**src/rtl/sise_pkg.sv**
```systemverilog
`timescale 1ns / 1ps
package sise_pkg;

  typedef enum logic [2:0] {
    OP_ADD    = 3'd0,
    OP_REMOVE = 3'd1,
    OP_SUB    = 3'd2,
    OP_ISECT  = 3'd3,
    OP_COVER  = 3'd4,
    OP_NEXT   = 3'd5,
    OP_REND   = 3'd6,
    OP_RSTART = 3'd7
  } op_e;

  typedef enum logic [1:0] {
    ST_IDLE,
    ST_WALK,
    ST_END
  } state_e;

  typedef enum logic [1:0] {
    RM_SEARCH,
    RM_RUN,
    RM_STOP
  } run_mode_e;

  typedef struct packed {
    op_e         op;
    logic [47:0] range_offset;
    logic [47:0] range_size;
    logic [47:0] position;
    logic [47:0] join_gap;
  } req_t;

  typedef struct packed {
    logic [47:0] piece_offset;
    logic [47:0] piece_size;
    logic        found;
    logic [47:0] run_bound;
    logic [48:0] bytes_held;
    logic        table_full;
    logic        last;
  } res_t;

  typedef struct packed {
    logic pop;
    logic push;
  } chain_ctrl_t;

  localparam logic [47:0] Max48 = 48'hFFFF_FFFF_FFFF;
  localparam logic [48:0] Max49 = 49'h1_FFFF_FFFF_FFFF;

  function automatic logic is_range_op(op_e op);
    return (op == OP_ADD) || (op == OP_REMOVE) || (op == OP_SUB) || (op == OP_ISECT);
  endfunction

endpackage

```
**src/rtl/sise_cell.sv**
```systemverilog
`timescale 1ns / 1ps
module sise_cell #(
  parameter int OFFSET_BITS = 48
) (
  input  logic                      clk_i,
  input  sise_pkg::chain_ctrl_t     ctrl_i,
  input  logic                      sel_i,
  input  logic [OFFSET_BITS-1:0]    push_lo_i,
  input  logic [OFFSET_BITS:0]      push_hi_i,
  input  logic [OFFSET_BITS-1:0]    nb_lo_i,
  input  logic [OFFSET_BITS:0]      nb_hi_i,
  output logic [OFFSET_BITS-1:0]    lo_o,
  output logic [OFFSET_BITS:0]      hi_o
);
  import sise_pkg::*;

  logic [OFFSET_BITS-1:0] lo_q, lo_d;
  logic [OFFSET_BITS:0]   hi_q, hi_d;

  // push wins over shift; shift takes the neighbor toward the tail
  always_comb begin
    lo_d = lo_q;
    hi_d = hi_q;
    if (ctrl_i.push && sel_i) begin
      lo_d = push_lo_i;
      hi_d = push_hi_i;
    end else if (ctrl_i.pop) begin
      lo_d = nb_lo_i;
      hi_d = nb_hi_i;
    end
  end

  always_ff @(posedge clk_i) begin
    lo_q <= lo_d;
    hi_q <= hi_d;
  end

  assign lo_o = lo_q;
  assign hi_o = hi_q;

endmodule

```
**src/rtl/sise_chain.sv**
```systemverilog
`timescale 1ns / 1ps
module sise_chain #(
  parameter int MAX_ENTRIES = 16,
  parameter int OFFSET_BITS = 48,
  localparam int AW = (MAX_ENTRIES > 1) ? $clog2(MAX_ENTRIES) : 1
) (
  input  logic                      clk_i,
  input  sise_pkg::chain_ctrl_t     ctrl_i,
  input  logic [AW-1:0]             idx_i,
  input  logic [OFFSET_BITS-1:0]    push_lo_i,
  input  logic [OFFSET_BITS:0]      push_hi_i,
  output logic [OFFSET_BITS-1:0]    head_lo_o,
  output logic [OFFSET_BITS:0]      head_hi_o
);
  import sise_pkg::*;

  logic [OFFSET_BITS-1:0] lo_w [MAX_ENTRIES];
  logic [OFFSET_BITS:0]   hi_w [MAX_ENTRIES];

  for (genvar i = 0; i < MAX_ENTRIES; i++) begin : g_cell
    logic [OFFSET_BITS-1:0] nb_lo;
    logic [OFFSET_BITS:0]   nb_hi;
    if (i == MAX_ENTRIES - 1) begin : g_tail
      assign nb_lo = lo_w[i];
      assign nb_hi = hi_w[i];
    end else begin : g_mid
      assign nb_lo = lo_w[i+1];
      assign nb_hi = hi_w[i+1];
    end
    sise_cell #(
      .OFFSET_BITS(OFFSET_BITS)
    ) u_cell (
      .clk_i     (clk_i),
      .ctrl_i    (ctrl_i),
      .sel_i     (idx_i == AW'(i)),
      .push_lo_i (push_lo_i),
      .push_hi_i (push_hi_i),
      .nb_lo_i   (nb_lo),
      .nb_hi_i   (nb_hi),
      .lo_o      (lo_w[i]),
      .hi_o      (hi_w[i])
    );
  end

  assign head_lo_o = lo_w[0];
  assign head_hi_o = hi_w[0];

endmodule

```
**config.mk**
```make
export PLATFORM = sky130hd
export DESIGN_NAME = sise_chain
export DESIGN_NICKNAME = d
export VERILOG_FILES = /design/src/rtl/sise_pkg.sv /design/src/rtl/sise_cell.sv /design/src/rtl/sise_chain.sv
export SDC_FILE = /design/constraint.sdc
export NUM_CORES = 2
export LEC_CHECK = 0
export BUFFER_PORTS_ARGS = -buffer_cell sky130_fd_sc_hd__buf_2
export CORE_ASPECT_RATIO = 1.25
export CORE_UTILIZATION = 45
export DETAILED_ROUTE_END_ITERATION = 16
export GPL_TIMING_DRIVEN = 0
export SYNTH_ARGS = -nofsm -noshare
export SYNTH_HDL_FRONTEND = slang
export SYNTH_SLANG_ARGS = --single-unit
```
**constraint.sdc**
```tcl
create_clock -name clk_i -period 7.3 [get_ports clk_i]
set_clock_uncertainty 0.15 [all_clocks]
set_input_delay 0.365 -clock clk_i [delete_from_list [all_inputs] [get_ports clk_i]]
set_output_delay 0.365 -clock clk_i [all_outputs]
set_load 0.01 [all_outputs]
```
Yosys cells after proc, flatten, opt, wreduce, memory -nomap -nowiden. Index checks and enable logic that the tools add are counted.

Bits in latches: 0. Input bits: 104. Bits in registers: 1552. ROM bits: 0. Output and inout bits: 97. Memories kept: 0. Memory bits (writable): 0.

Multipliers: 0. Bitwise gates (word level): 0. Reduce and logical (&&, ||, !) cells: 32. Magnitude comparators: 0. Div/mod/pow operators: 0. Shifts and indexed selects: 0. Add/subtract/negate cells: 0. Equality and inequality tests: 15. Multiplexer cells: 60.

Operator list (number): two-way mux 49 bit (30); two-way mux 48 bit (30); == test 4 bit, second input constant (8); nonzero test 2 bit (15); == test 4 x 3 -> 1 bit, second input constant (4); logical AND 1 bit (16); == test 4 x 2 -> 1 bit, second input constant (2); == test 4 x 1 -> 1 bit, second input constant (1); zero test 4 bit (1).

Logic depth before layout (Yosys ltp).
Depth after elaboration: 3. Depth in mapped cells: 6.

By module. From an unflattened synthesis, not the netlist that was laid out.

Cells, all modules: 3316. Area, all modules: 66750.3 um^2.

By module, submodules not included: sise_cell (cells each 206, instances 16, area each 4157.7 um^2); sise_chain (cells each 20, instances 1, area each 226.5 um^2).

Worst setup path after synthesis. Ideal clock, no wire load.

Path type: input -> register. From: input idx_i[3]. To: register g_cell[15].u_cell.hi_q[0], enable pin. Setup slack: 2043 ps. Path buffers: 0. Data arrival time: 4553 ps. Stages on the path: 2. Setup time: 553 ps. Path through: nand3_1 > nor2_1.

Longest elaborated chain between the ends: 2.

RTL lines: from (decl) (RTL line sise_chain.sv:9) `input logic [AW-1:0] idx_i,`; == test 4 bit (RTL line sise_chain.sv:35) `.sel_i (idx_i == AW'(i)),`; logical AND 1 bit (RTL line sise_cell.sv:24) `if (ctrl_i.push && sel_i) begin`; to (signal assigned) (RTL line sise_cell.sv:35) `hi_q <= hi_d;`; to (decl) (RTL line sise_cell.sv:18) `logic [OFFSET_BITS:0] hi_q, hi_d;`.

No other way between the ends. A chain may end at the register's enable or synchronous reset.

Worst setup path after layout.
From: input idx_i[2]. To: register g_cell[0].u_cell.hi_q[13], enable pin.

Longest elaborated chain between the ends: 3.

RTL lines (RTL line): zero test 4 bit (sise_chain.sv:35); logical AND 1 bit (sise_cell.sv:24); nonzero test 2 bit (no source line); to (signal assigned) (sise_cell.sv:35); to (decl) (sise_cell.sv:18).

No other way between the ends.

==> flow_summary.json <==
{
  "status": "complete, no violations",
  "drt-total-wl_um": 153000,
  "seqPwrFrac_pct": 55.2,
  "clkTransAtPathRegs_ps": 60,
  "synth_top_area_cell": "edfxtp_1",
  "final_nets": 3893,
  "crit_arrival_ps": 3710,
  "gr-usage-all-layers_pct": 21.4,
  "ys_top_cells_by_area": "edfxtp_1 72%, mux2_2 25%, buf_2 1.1%",
  "die_h_um": 425,
  "rr_startpoint": "g_cell[9].u_cell.hi_o[43]$_DFFE_PP_",
  "p_sw_share_pct": 21.6,
  "cts_resized": 0,
  "switchingPower_mw": 4.16,
  "yosys_warnings": 0,
  "holdPathStages": 2,
  "busiest_layer": "met2",
  "htreeDepth": 4,
  "dp_hpwl_um": 94300,
  "std_cell_rows": 154,
  "hold_end": "g_cell[11].u_cell.lo_o[22]$_DFFE_PP_",
  "post-cts-setup-buffer-count": 0,
  "coreArea_um2": 141000,
  "grt-ovfl-total": 0,
  "die_area_um2": 145000,
  "reg2reg_slack_ps": 6170,
  "layout-drive-gt1-share_pct": 51.8,
  "dr.pass1.iters": 5,
  "cts_root_buffer": "clkbuf_16",
  "ff2ff_path_depth": 1,
  "cts_hold_buf": 97,
  "synth_edf_count": 1552,
  "rsz0062_at_grt": "no",
  "clock-sinks": 1552,
  "clockBufferDepth": 3,
  "initial_core_util_pct": 45.5,
  "via_per_inst": 5.43,
  "drc": 0,
  "finalSetupViolCount": 0,
  "synth.avg_cell_area_um2": 19.5,
  "numCtsBuffers": 148,
  "grt_pass1_wl_um": 223000,
  "grt_use_met2_pct": 37.4,
  "syn_nets": 3404,
  "min_path_type": "input pin to flip-flop",
  "ys.flop_type": "edfxtp_1",
  "p_total_mw": 19.3,
  "grt_use_met1_pct": 28.2,
  "clockPowerShare_pct": 38.1,
  "grt_pass1_vias": 32161,
  "drt_iter0_markers": 2360,
  "worstPathRequired_ps": 7580,
  "r2r_end": "g_cell[8].u_cell.hi_o[43]$_DFFE_PP_",
  "vdd_drop_max_mv": 0.275,
  "p_comb_share_pct": 6.6,
  "ys_ff_latch": 1552,
  "cap_violations": 0,
  "p_leak_nw": 25.5,
  "pin_count": 201,
  "grt_max_degree": 54,
  "vias": 31355,
  "synthToLayoutAreaGrowth_pct": 15.4,
  "async_reset_ff_share_pct": 0,
  "slew_headroom_pct": 10.6,
  "p_int_mw": 15.1,
  "start_kind": "input pin",
  "drv_slew": 0,
  "synth_cells": 3300,
  "critical_path_class": "input pin to flip-flop",
  "clk_latency_ps": 790,
  "seq_area_frac_synth_pct": 72.4,
  "fin_util_pct": 52.5,
  "avgRoutedWirePerCell_um": 26.5,
  "worst_pin_slew_ps": 1340,
  "fp.dieW_um": 340,
  "syn_area_um2": 64300,
  "min_period_ps": 3430,
  "use_met3_pct": 3.07,
  "fmax_mhz": 292,
  "p_per_area_nw_per_um2": 259,
  "synth_top_area_share_pct": 72.4,
  "worstHoldStart": "ctrl_i[1]",
  "antenna_found_initial": 17,
  "fin_crit_sh_pct": 46.9,
  "ant_nets": 0,
  "synth.distinct_cells": 16,
  "crit_fanout": 53,
  "finalHoldViolCount": 0,
  "cts_tree": "done",
  "place_congestion": 0.726,
  "io_buffers": 200,
  "crit_path_end_kind": "flip-flop"
}
## power groups by stage
stage | Sequential [mW] | Clock [mW] | Combinational [mW]
detailed placement | 10.8 | 0 | 1.24
finish | 10.6 | 7.34 | 1.28
CTS | 10.6 | 7.53 | 1.30
floorplan | 10.8 | 0 | 0.731
global placement | 10.9 | 0 | 1.15
global route | 10.7 | 7.84 | 1.38
## per-layer routing
layer	vias up	wire, µm
met4	14	2700
met3	180	6640
met5	-	92
met2	742	78500
li1	13943	-
met1	16476	65400
## cell families (layout without fill, tap and decap cells)
kind of cell           Yosys count  count (layout)  synth area share, %
buffers and inverters          254             858                 1.77
AND/OR/NAND/NOR                 39              39                0.344
other                            0               2                    0
multiplexers                  1455            1455                 25.5
flip-flops                    1552            1552                 72.4
## metrics by stage
stage / instance area [µm²] / setup WS (ps) / hold WS, ps / setup TNS, ps / std cells
after floorplan: 64300 / 2040 / 314 / 0 / 3300
final: 74300 / 3870 / 73.4 / 0 / 5778
after CTS: 74300 / 3960 / 5.49 / 0 / 5776
after detailed placement: 68800 / 3110 / 367 / 0 / 5414
after global routing: 74300 / 3840 / 49.4 / 0 / 5777
after global placement: 67700 / -3180 / 360 / -737800 / 5372
## synthesized netlist by cell type, types with 4 or more instances
cell type and count:
buf_2 136, nand2b_1 11, mux2_1 38, nor2_1 10, mux2_2 1417, edfxtp_1 1552, clkbuf_1 107, buf_4 4
or2_2 9, buf_1 7
## final cells by class
cell class                      count  area (µm²)
Buffer                            254        1140
Tap cell                         1872        2340
Multi-Input combinational cell   1494       16700
Fill cell                       11430       67200
Clock inverter                     82         563
Timing Repair Buffer              339        2980
Sequential cell                  1552       46600
Clock buffer                      183        3940
Antenna cell                        2        5.00
## registers in the layout, summed over array words and instances (netlist names)
register            count
g_cell.u_cell.lo_o    768
g_cell.u_cell.hi_o    784
## placed cells by master, fill, tap and decap left out, types with 3 or more instances in the layout
cell and n:
or2_4 9, buf_8 5, edfxtp_1 1552, mux2_1 38
clkinvlp_4 3, clkinv_1 38, clkbuf_16 153, mux2_2 1417
nand2b_4 6, inv_6 6, nor2_2 7, buf_4 4
clkinv_2 26, buf_2 336, bufinv_16 5, clkinv_8 4
buf_1 7, buf_12 12, clkbuf_1 135, nand2b_1 5
buf_16 25, dlygate4sd3_1 97
## worst max path at each step
stage | from | endpoint | slack [ps] | cells past startpoint
after floorplan | idx_i[3] | g_cell[15].u_cell.hi_o[0]$_DFFE_PP_ | 2040 | 2
after global placement | idx_i[3] | g_cell[15].u_cell.hi_o[15]$_DFFE_PP_ | -3180 | 3
after detailed placement | idx_i[2] | g_cell[0].u_cell.hi_o[15]$_DFFE_PP_ | 3110 | 7
after CTS | idx_i[2] | g_cell[0].u_cell.hi_o[14]$_DFFE_PP_ | 3960 | 7
after global routing | idx_i[2] | g_cell[0].u_cell.hi_o[14]$_DFFE_PP_ | 3840 | 7
final | idx_i[2] | g_cell[0].u_cell.hi_o[13]$_DFFE_PP_ | 3870 | 7
## critical path, cell delays in order
cell	delay [ps]
buf_2	130
nor3b_2	310
nand2_1	860
buf_2	560
buf_2	290
nand2b_4	710
buf_16	310
Power figures use the tool's default switching activity.
